==> src/sv/hkim_pkg.sv <==
// ----------------------------------------------------------------------------
// hkim_pkg
// shared types, mod 26 reduction and the mod 26 inverse table for the
// hill key inverse pipeline
// ----------------------------------------------------------------------------
package hkim_pkg;

	typedef logic [4:0] res_t;

	typedef struct packed {
		logic ok;
		res_t val;
	} inv_t;

	localparam logic [10:0] Mod11   = 11'd26;
	localparam logic [4:0]  Mod5    = 5'd26;
	localparam logic [22:0] Recip26 = 23'd2521;
	localparam logic [10:0] Bias11  = 11'd650;

	// reduce a value below 2048 to 0..25 by reciprocal multiply
	function automatic res_t mod26(input logic [10:0] x);
		logic [22:0] prod;
		logic [6:0]  q;
		logic [10:0] r;
		prod = 23'(x) * Recip26;
		q    = prod[22:16];
		r    = x - 11'(q) * Mod11;
		return r[4:0];
	endfunction

	// reduce a 5-bit entry to 0..25
	function automatic res_t red5(input logic [4:0] x);
		return (x >= Mod5) ? x - Mod5 : x;
	endfunction

	// multiplicative inverse mod 26
	function automatic inv_t inv26(input res_t d);
		inv_t r;
		r.ok = 1'b1;
		unique case (d)
			5'd1:    r.val = 5'd1;
			5'd3:    r.val = 5'd9;
			5'd5:    r.val = 5'd21;
			5'd7:    r.val = 5'd15;
			5'd9:    r.val = 5'd3;
			5'd11:   r.val = 5'd19;
			5'd15:   r.val = 5'd7;
			5'd17:   r.val = 5'd23;
			5'd19:   r.val = 5'd11;
			5'd21:   r.val = 5'd5;
			5'd23:   r.val = 5'd17;
			5'd25:   r.val = 5'd25;
			default: begin
				r.ok  = 1'b0;
				r.val = 5'd0;
			end
		endcase
		return r;
	endfunction

endpackage

==> src/sv/hkim_cof_lane.sv <==
// ----------------------------------------------------------------------------
// hkim_cof_lane
// one cofactor lane: x*y - z*w reduced mod 26, registered
// ----------------------------------------------------------------------------
module hkim_cof_lane (
	input  logic          clk,
	input  logic          en,
	input  hkim_pkg::res_t x,
	input  hkim_pkg::res_t y,
	input  hkim_pkg::res_t z,
	input  hkim_pkg::res_t w,
	output hkim_pkg::res_t cof_s2
);
	import hkim_pkg::*;

	logic [10:0] diff;

	// bias keeps the difference non-negative
	assign diff = 11'(x) * 11'(y) + Bias11 - 11'(z) * 11'(w);

	always_ff @(posedge clk) begin
		if (en) begin
			cof_s2 <= mod26(diff);
		end
	end

endmodule

==> src/sv/hkim_det.sv <==
// ----------------------------------------------------------------------------
// hkim_det
// merge stage: determinant from row 0 and the first adjugate column
// ----------------------------------------------------------------------------
module hkim_det (
	input  logic           clk,
	input  logic           en,
	input  hkim_pkg::res_t a0,
	input  hkim_pkg::res_t a1,
	input  hkim_pkg::res_t a2,
	input  hkim_pkg::res_t c0,
	input  hkim_pkg::res_t c1,
	input  hkim_pkg::res_t c2,
	output hkim_pkg::res_t det_s3
);
	import hkim_pkg::*;

	logic [10:0] sum;

	assign sum = 11'(a0) * 11'(c0) + 11'(a1) * 11'(c1) + 11'(a2) * 11'(c2);

	always_ff @(posedge clk) begin
		if (en) begin
			det_s3 <= mod26(sum);
		end
	end

endmodule

==> src/sv/hkim_scale_lane.sv <==
// ----------------------------------------------------------------------------
// hkim_scale_lane
// one output lane: adjugate entry times inverse determinant mod 26
// ----------------------------------------------------------------------------
module hkim_scale_lane (
	input  logic           clk,
	input  logic           en,
	input  logic           ok,
	input  hkim_pkg::res_t adj,
	input  hkim_pkg::res_t dinv,
	output hkim_pkg::res_t v_s4
);
	import hkim_pkg::*;

	logic [10:0] prod;

	assign prod = 11'(adj) * 11'(dinv);

	always_ff @(posedge clk) begin
		if (en) begin
			v_s4 <= ok ? mod26(prod) : 5'd0;
		end
	end

endmodule

==> src/sv/hill_key_inverse_mod26_top.sv <==
// ----------------------------------------------------------------------------
// hill_key_inverse_mod26_top
// an accepted item is registered in each stage below in turn before its result is valid
// throughput: one item per cycle, stalls only when the output is not taken
// stages: entry reduce, nine cofactor lanes, determinant, nine scale lanes
// reset: arst_n clears all stage valid bits, payload registers are not reset
// ----------------------------------------------------------------------------
module hill_key_inverse_mod26_top (
	input  logic           clk,
	input  logic           arst_n,
	input  logic           in_valid,
	output logic           in_ready,
	input  logic [1:0]     size,
	input  hkim_pkg::res_t k00,
	input  hkim_pkg::res_t k01,
	input  hkim_pkg::res_t k02,
	input  hkim_pkg::res_t k10,
	input  hkim_pkg::res_t k11,
	input  hkim_pkg::res_t k12,
	input  hkim_pkg::res_t k20,
	input  hkim_pkg::res_t k21,
	input  hkim_pkg::res_t k22,
	output logic           out_valid,
	input  logic           out_ready,
	output logic           invertible,
	output hkim_pkg::res_t v00,
	output hkim_pkg::res_t v01,
	output hkim_pkg::res_t v02,
	output hkim_pkg::res_t v10,
	output hkim_pkg::res_t v11,
	output hkim_pkg::res_t v12,
	output hkim_pkg::res_t v20,
	output hkim_pkg::res_t v21,
	output hkim_pkg::res_t v22
);
	import hkim_pkg::*;

	logic v_s1, v_s2, v_s3, v_s4;
	logic rdy1, rdy2, rdy3, rdy4;

	res_t a_s1 [3][3];
	logic ok_s1, sz3_s1;
	res_t k_in [3][3];

	res_t opx [3][3];
	res_t opy [3][3];
	res_t opz [3][3];
	res_t opw [3][3];

	res_t adj_s2 [3][3];
	res_t row_s2 [3];
	logic ok_s2;

	res_t det_s3;
	res_t adj_s3 [3][3];
	logic ok_s3;

	inv_t dinv;
	logic inv_s4;
	res_t v_s4_m [3][3];

	// per-stage ready lets bubbles collapse
	assign rdy4     = !v_s4 || out_ready;
	assign rdy3     = !v_s3 || rdy4;
	assign rdy2     = !v_s2 || rdy3;
	assign rdy1     = !v_s1 || rdy2;
	assign in_ready = rdy1;

	always_ff @(posedge clk or negedge arst_n) begin
		if (!arst_n) begin
			v_s1 <= 1'b0;
			v_s2 <= 1'b0;
			v_s3 <= 1'b0;
			v_s4 <= 1'b0;
		end else begin
			if (rdy1) v_s1 <= in_valid;
			if (rdy2) v_s2 <= v_s1;
			if (rdy3) v_s3 <= v_s2;
			if (rdy4) v_s4 <= v_s3;
		end
	end

	assign k_in[0][0] = k00;
	assign k_in[0][1] = k01;
	assign k_in[0][2] = k02;
	assign k_in[1][0] = k10;
	assign k_in[1][1] = k11;
	assign k_in[1][2] = k12;
	assign k_in[2][0] = k20;
	assign k_in[2][1] = k21;
	assign k_in[2][2] = k22;

	// stage 1: reduce entries
	always_ff @(posedge clk) begin
		if (rdy1 && in_valid) begin
			for (int r = 0; r < 3; r++) begin
				for (int c = 0; c < 3; c++) begin
					a_s1[r][c] <= red5(k_in[r][c]);
				end
			end
			ok_s1  <= size[1];
			sz3_s1 <= size[0];
		end
	end

	// lane operands: cyclic cofactors for 3x3, direct picks for 2x2
	always_comb begin
		for (int i = 0; i < 3; i++) begin
			for (int j = 0; j < 3; j++) begin
				opx[i][j] = a_s1[(j + 1) % 3][(i + 1) % 3];
				opy[i][j] = a_s1[(j + 2) % 3][(i + 2) % 3];
				opz[i][j] = a_s1[(j + 1) % 3][(i + 2) % 3];
				opw[i][j] = a_s1[(j + 2) % 3][(i + 1) % 3];
				if (!sz3_s1) begin
					opx[i][j] = 5'd0;
					opy[i][j] = 5'd0;
					opz[i][j] = 5'd0;
					opw[i][j] = 5'd0;
				end
			end
		end
		if (!sz3_s1) begin
			opx[0][0] = a_s1[1][1];
			opy[0][0] = 5'd1;
			opz[0][1] = a_s1[0][1];
			opw[0][1] = 5'd1;
			opz[1][0] = a_s1[1][0];
			opw[1][0] = 5'd1;
			opx[1][1] = a_s1[0][0];
			opy[1][1] = 5'd1;
		end
	end

	// stage 2: nine cofactor lanes
	for (genvar i = 0; i < 3; i++) begin : g_cof_row
		for (genvar j = 0; j < 3; j++) begin : g_cof_col
			hkim_cof_lane u_cof (
				.clk    (clk),
				.en     (rdy2 && v_s1),
				.x      (opx[i][j]),
				.y      (opy[i][j]),
				.z      (opz[i][j]),
				.w      (opw[i][j]),
				.cof_s2 (adj_s2[i][j])
			);
		end
	end

	always_ff @(posedge clk) begin
		if (rdy2 && v_s1) begin
			row_s2[0] <= a_s1[0][0];
			row_s2[1] <= a_s1[0][1];
			row_s2[2] <= sz3_s1 ? a_s1[0][2] : 5'd0;
			ok_s2     <= ok_s1;
		end
	end

	// stage 3: determinant
	hkim_det u_det (
		.clk    (clk),
		.en     (rdy3 && v_s2),
		.a0     (row_s2[0]),
		.a1     (row_s2[1]),
		.a2     (row_s2[2]),
		.c0     (adj_s2[0][0]),
		.c1     (adj_s2[1][0]),
		.c2     (adj_s2[2][0]),
		.det_s3 (det_s3)
	);

	always_ff @(posedge clk) begin
		if (rdy3 && v_s2) begin
			adj_s3 <= adj_s2;
			ok_s3  <= ok_s2;
		end
	end

	// stage 4: inverse lookup and scale lanes
	assign dinv = inv26(det_s3);

	for (genvar i = 0; i < 3; i++) begin : g_scl_row
		for (genvar j = 0; j < 3; j++) begin : g_scl_col
			hkim_scale_lane u_scl (
				.clk  (clk),
				.en   (rdy4 && v_s3),
				.ok   (ok_s3 && dinv.ok),
				.adj  (adj_s3[i][j]),
				.dinv (dinv.val),
				.v_s4 (v_s4_m[i][j])
			);
		end
	end

	always_ff @(posedge clk) begin
		if (rdy4 && v_s3) begin
			inv_s4 <= ok_s3 && dinv.ok;
		end
	end

	assign out_valid  = v_s4;
	assign invertible = inv_s4;
	assign v00 = v_s4_m[0][0];
	assign v01 = v_s4_m[0][1];
	assign v02 = v_s4_m[0][2];
	assign v10 = v_s4_m[1][0];
	assign v11 = v_s4_m[1][1];
	assign v12 = v_s4_m[1][2];
	assign v20 = v_s4_m[2][0];
	assign v21 = v_s4_m[2][1];
	assign v22 = v_s4_m[2][2];

endmodule

==> config.mk <==
export PLATFORM = sky130hd
export DESIGN_NAME = hill_key_inverse_mod26_top
export DESIGN_NICKNAME = d
export VERILOG_FILES = /design/src/sv/hkim_pkg.sv /design/src/sv/hkim_cof_lane.sv /design/src/sv/hkim_det.sv /design/src/sv/hkim_scale_lane.sv /design/src/sv/hill_key_inverse_mod26_top.sv
export SDC_FILE = /design/constraint.sdc
export NUM_CORES = 2
export LEC_CHECK = 0
export ABC_AREA = 1
export BUFFER_PORTS_ARGS = -buffer_cell sky130_fd_sc_hd__buf_4
export CAP_MARGIN = 20
export CORE_ASPECT_RATIO = 0.8
export CORE_MARGIN = 8
export CORE_UTILIZATION = 45
export CTS_CLUSTER_DIAMETER = 60
export DETAILED_ROUTE_END_ITERATION = 8
export PLACE_DENSITY_LB_ADDON = 0.08
export SETUP_SLACK_MARGIN = 0.2
export SLEW_MARGIN = 5
export SYNTH_ARGS = -nofsm -noshare
export SYNTH_HDL_FRONTEND = slang
export SYNTH_SLANG_ARGS = --single-unit
==> constraint.sdc <==
create_clock -name clk -period 14.4 [get_ports clk]
set_input_delay 1.44 -clock clk [delete_from_list [all_inputs] [get_ports clk]]
set_output_delay 1.44 -clock clk [all_outputs]
set_load 0.01 [all_outputs]
**After elaboration in Yosys (flattened, before gate mapping)**

Memory sizes are Yosys's and may differ from the RTL's.
Cells that the tools add are included.

- Bits in registers: 149
- Bits in latches: 0
- Bits in writable memories: 60
- Memory bits (read-only): 0
- Input bits: 51
- Memories kept: 2

Memory list:

| memory | depth | bits a word | read ports | clocked after Yosys merged registers in | write ports | line | RTL |
|---|---|---|---|---|---|---|---|
| a_s1 | 3 | 15 | 3 | 0 | 3 | hill_key_inverse_mod26_top.sv:41 | `res_t a_s1 [3][3];` |
| row_s2 | 3 | 5 | 3 | 0 | 3 | hill_key_inverse_mod26_top.sv:51 | `res_t row_s2 [3];` |

- $add $sub $neg: 48
- Multiply operators: 68
- Divide/modulo/power cells: 0
- Magnitude comparators: 9
- Equal/unequal tests: 12
- Shift-type cells: 0
- Mux-type cells: 28
- Bitwise logic cells: 0
- Reduce and logical (&&, ||, !) cells: 14

Operators with widths:

| cell | count |
|---|---|
| $mul 5x5->10 | 30 |
| $mul 11x12->23 const B | 10 |
| $mul 10x12->22 const B | 9 |
| $mul 7x4->4 const B | 19 |
| $mux 5 | 22 |
| $add 10x10->11 const B | 9 |
| $sub 11x10->11 | 9 |
| $sub 5x5->5 | 19 |
| $pmux 5 s12 | 1 |
| $ge 5x5->1 const B | 9 |
| $sub 5x5->5 const B | 9 |
| $eq 5x5->1 const B | 5 |
| $eq 5x4->1 const B | 3 |
| $reduce_or 12->1 | 1 |
| $add 10x10->11 | 1 |
| $add 11x10->11 | 1 |
| $eq 5x3->1 const B | 2 |
| $eq 5x1->1 const B | 1 |
| $eq 5x2->1 const B | 1 |
| $logic_and 1x1->1 | 5 |
| $mux 1 | 5 |
| $logic_not 1->1 | 4 |
| $logic_or 1x1->1 | 4 |

**Longest topological paths before layout**

- Depth in word-level cells: 8
- Depth in mapped cells: 59
- Gate-level depth less buffers: 56

**By module**

Synthesis repeated with hierarchy kept, for this count alone.

- Cell total of the unflattened synthesis: 9728
- Area total of the unflattened synthesis: 78112.4 um2

Modules (own cells, without submodules):

| module | instances | cells each | area an instance (um2) |
|---|---|---|---|
| hkim_cof_lane (g_cof_row[0].g_cof_col[0].u_cof ...) | 8 | 555 | 4326.6 |
| hkim_scale_lane (g_scl_row[1].g_scl_col[2].u_scl ...) | 3 | 408 | 3270.6 |
| hkim_scale_lane (g_scl_row[0].g_scl_col[2].u_scl ...) | 2 | 404 | 3223.1 |
| hkim_det | 1 | 652 | 5205.0 |
| hill_key_inverse_mod26_top | 1 | 434 | 4872.2 |
| hkim_cof_lane (g_cof_row[1].g_cof_col[1].u_cof) | 1 | 552 | 4375.4 |
| hkim_scale_lane (g_scl_row[1].g_scl_col[1].u_scl) | 1 | 420 | 3273.1 |
| hkim_scale_lane (g_scl_row[2].g_scl_col[2].u_scl) | 1 | 403 | 3225.6 |
| hkim_scale_lane (g_scl_row[0].g_scl_col[0].u_scl) | 1 | 408 | 3159.3 |
| hkim_scale_lane (g_scl_row[0].g_scl_col[1].u_scl) | 1 | 387 | 3130.5 |

**Least setup slack after synthesis**

No wires, ideal clock.

- Path type: register -> register
- Start point: reg sz3_s1
- End point: reg g_cof_row[1].g_cof_col[0].u_cof.cof_s2[4] (data pin)
- Setup time: 0.254 ns
- Arrival time: 10.794 ns
- Path slack: 3.352 ns
- Cell stages (with the launch flop): 48
- Cells stage by stage: edfxtp_1 > clkbuf_1 > clkbuf_1 > nand2_1 > inv_1 > nand2_1 > fa_1 > inv_1 > fa_1 > inv_1 > fa_1 > fa_1 > inv_1 > fa_1 > inv_1 > ha_1 > nand3_1 > nand2_1 > [12 not listed] > inv_1 > ha_1 > nand2_1 > o41ai_1 > nand2_1 > nand2_1 > a21oi_1 > xnor2_1 > ha_1 > inv_1 > ha_1 > a21oi_1 > nand2_1 > xor2_1 > xnor2_1 > xnor3_1 > xor2_1 > inv_1

- Cells in the longest elaborated chain, start to end: 7

Ends and longest elaborated chain:

| item | line | RTL |
|---|---|---|
| start: declaration | hill_key_inverse_mod26_top.sv:42 | `logic ok_s1, sz3_s1;` |
| start signal: assignment | hill_key_inverse_mod26_top.sv:102 | `sz3_s1 <= size[0];` |
| $mux 5 | hill_key_inverse_mod26_top.sv:114 | `if (!sz3_s1) begin` |
| $mul 5x5->10 | hkim_cof_lane.sv:19 | `assign diff = 11'(x) * 11'(y) + Bias11 - 11'(z) * 11'(w);` |
| $add 10x10->11 | hkim_cof_lane.sv:19 |  |
| $sub 11x10->11 (*) | hkim_cof_lane.sv:19 |  |
| $mul 11x12->23 | hkim_pkg.sv:25 | `prod = 23'(x) * Recip26;` |
| $mul 7x4->4 | hkim_pkg.sv:27 | `r = x - 11'(q) * Mod11;` |
| $sub 5x5->5 (*) | hkim_pkg.sv:27 |  |
| end signal: assignment | hkim_cof_lane.sv:23 | `cof_s2 <= mod26(diff);` |
| end: declaration | hkim_cof_lane.sv:12 | `output hkim_pkg::res_t cof_s2` |

Mark *: on every way between the ends. The rest lies on a longest branch, timed or not.
A chain may end at the register's enable or synchronous reset.

**Worst setup path in the final report**

Same ends and word-level chain as after synthesis.

==> impl_results.md <==
* Status: finished clean
* # clock sinks at 209
* CP Launch Type: register
* Ys Warns at 0
* Die Width at 468 µm
* Max Cap Violations at 0
* Tmin final at 12.59 ns
* Area Growth Syn to Fin at 6.69%
* Most frequent cell after synthesis: inv_1
* Clock root buffer: clkbuf_16
* Sequential fraction of the synthesis area at 8.52%
* Worst EP required at 14.77 ns
* Mean Syn Cell Area at 8.69 µm²
* CP Capture Point: g_cof_row[1].g_cof_col[0].u_cof.cof_s2[4]
* Initial core utilization at 45.3%
* Resized cells post-CTS at 0
* WP buf/inv at 9
* Grt ovf at 0
* Arr. time, crit path at 12.96 ns
* Yosys reg bits at 209
* DP HPWL at 159000 µm
* Setup bufs post-CTS at 0
* Most used DFF post-synth: edfxtp_1
* Reg2reg end: g_cof_row[1].g_cof_col[0].u_cof.cof_s2[4]
* Delay-heaviest family, CP: adder cells
* Setup TNS Final at 0 ns
* Drt wl/cell at 16.8 µm
* Post-Syn Area at 0.0735 mm²
* Num ports at 99
* Final number of hold-violating endpoints at 0
* CP startpoint: sz3_s1
* GRT Total Usage at 20.9%
* Number of global-route vias before repair at 54700
* Number of remaining DRC errors at 0
* Setup violators final at 0
* Final RePlAce weighted congestion at 0.988
* Layout cell share with drive strength beyond 1 at 2.99%
* Syn Nets at 11300
* Worst path slowest cell: edfxtp_1
* Slew HR at 27.2%
* Top post-synthesis cells by area: fa_1, ha_1, inv_1
* Row count at 132
* Post-synth top area share at 29.6%
* CTS H-Tree Depth at 2
* Asr flop ratio synth at 1.91%
* Max Root-Sink Buffers at 3
* Max Slew Vio Count at 0
* Final Cycle Share at 87.4%
* FF-to-FF Start: sz3_s1
* 1st-pass router iterations at 6
* Final WL at 181000 µm
* Core Area at 0.162 mm²
* Antenna cells at 0
* Vias at 52500
* Maximum clock rate at 0.0794 GHz
* CTS tree: built
* ANT nets after route at 0
* Synth cell types at 53
* Dominant cell type by area after synthesis: fa_1
* Worst path max stage delay at 1.02 ns
* R2R Setup Slk at 1.81 ns
* Hold-fix buffers, CTS at 0
* Nets@finish at 11400
* Setup crit end kind: register
* CTS Buf Count at 41
* Via density at 4.88
* CP Max Fanout at 27
* Crit. path cell count at 44
* Clk_lat worst skew at 0.64 ns
* Initial antenna violation count at 7
* Cell count after synthesis at 8454
* Die height at 377 µm
* RSZ-0062 raised after global routing: no
* Filler cell count in the final layout at 15800
* First-pass GRT wire length at 296000 µm
* Die Area at 0.177 mm²
* Most frequent cells after synthesis: inv_1, ha_1, fa_1
* Largest net degree at the start of global routing at 49
* Port Buf Inserts at 98
* CP Class: register to register
* Clock skew at 0.0253 ns
* Worst-path clk slew at 0.05 ns
* Drt initial violations at 2673
* Worst r2r path cells at 44
* Worst Max-Slew Pin Slew at 1.08 ns
* Path category of the worst min-delay check: register to register
* Post-synth EDFFs at 205
layer usage:
layer | GRT usage [%] | vias up | part of all wire (%)
met4 | 4.56 | 0 | 2.4
met1 | 31.4 | 25100 | 50
met3 | 2.86 | 217 | 5.3
met2 | 32.0 | 1012 | 42
met5 | 0 | - | 0
li1 | - | 26200 | -
cells in the final DEF (no fill, tap or decap), types with 3 or more instances in the layout:
cell           n
a31o_2        12
clkbuf_16     41
clkinv_1      16
nor3_1        40
a31oi_1       17
o21ai_0       80
a21boi_0      11
a21oi_1      300
o41ai_1        3
dfrtp_1        4
o211ai_1       8
nand3_1      194
a221oi_1      12
a21o_1        24
clkinvlp_4     5
or2_2         10
xnor2_1       99
nand3b_1      17
fa_1        1086
buf_4        145
ha_1        1715
nor2_1       619
o22ai_1       16
nor3b_1        7
o2111ai_1      6
nand2_2        3
o21a_1         7
xor2_1       220
nand2_1      967
inv_1       2514
inv_2          6
inv_6         11
edfxtp_1     205
a211oi_1      20
o31ai_1        6
o21bai_1      78
nor4_1        12
nand4_1       33
inv_8          6
cells by family (layout without fill, tap and decap cells):
kind of cell | after synthesis | after routing | synth area share, %
AND/OR/NAND/NOR | 1912 | 1912 | 10.5
AO/OA/AOI/OAI | 608 | 608 | 4.93
buffers and inverters | 2601 | 2755 | 13.3
flip-flops | 209 | 209 | 8.52
XOR/XNOR | 323 | 323 | 3.91
adder cells (fa/ha/maj) | 2801 | 2801 | 58.8
worst min-delay path by stage:
| stage | startpoint | to | slack [ns] | depth (start not counted) |
|---|---|---|---|---|
| after global routing | g_cof_row[1].g_cof_col[2].u_cof.cof_s2[1] | adj_s3[16] | 0.42 | 0 |
| after floorplan | g_cof_row[2].g_cof_col[2].u_cof.cof_s2[0] | adj_s3[0] | 0.40 | 0 |
| after detailed placement | g_cof_row[1].g_cof_col[1].u_cof.cof_s2[4] | adj_s3[24] | 0.40 | 0 |
| after global placement | g_cof_row[0].g_cof_col[1].u_cof.cof_s2[3] | adj_s3[38] | 0.40 | 0 |
| final | g_cof_row[0].g_cof_col[1].u_cof.cof_s2[1] | adj_s3[36] | 0.41 | 0 |
| after CTS | g_cof_row[0].g_cof_col[1].u_cof.cof_s2[1] | adj_s3[36] | 0.42 | 0 |
flip-flops by register name, summed over array words and instances, names as in the netlist, 5 cells and up:
| signal | flops |
|---|---|
| a_s1 | 45 |
| g_cof_row.g_cof_col.u_cof.cof_s2 | 45 |
| u_det.det_s3 | 5 |
| row_s2 | 15 |
| adj_s3 | 45 |
| g_scl_row.g_scl_col.u_scl.v_s4 | 45 |
metrics by stage:
stage	utilization, %	area, µm²	worst slack, ns	hold slack, ns	instances
2_1_floorplan	-	73500	3.35	0.400	8454
3_3_place_gp	47.5	77000	2.20	0.401	10700
3_5_place_dp	47.5	77000	2.01	0.405	10700
4_1_cts	48.4	78400	1.95	0.417	10800
5_1_grt	48.4	78400	1.16	0.421	10800
6_report	48.4	78400	1.81	0.415	10800
final cells by class:
| type | count | area [µm²] | share of cell area [%] |
|---|---|---|---|
| multi-input cells | 5644 | 57400 | 73.3 |
| inverters | 2534 | 9510 | 12.1 |
| flip-flops and latches | 209 | 6260 | 7.98 |
| well taps | 2144 | 2680 | 3.42 |
| repair buffers | 145 | 1090 | 1.39 |
| clock buffers | 45 | 1060 | 1.35 |
| clock inverters | 31 | 328 | 0.418 |
Power is left out: the tool's default activity adds up to more than one toggle a clock period on the data nets, which glitch-free logic cannot reach.
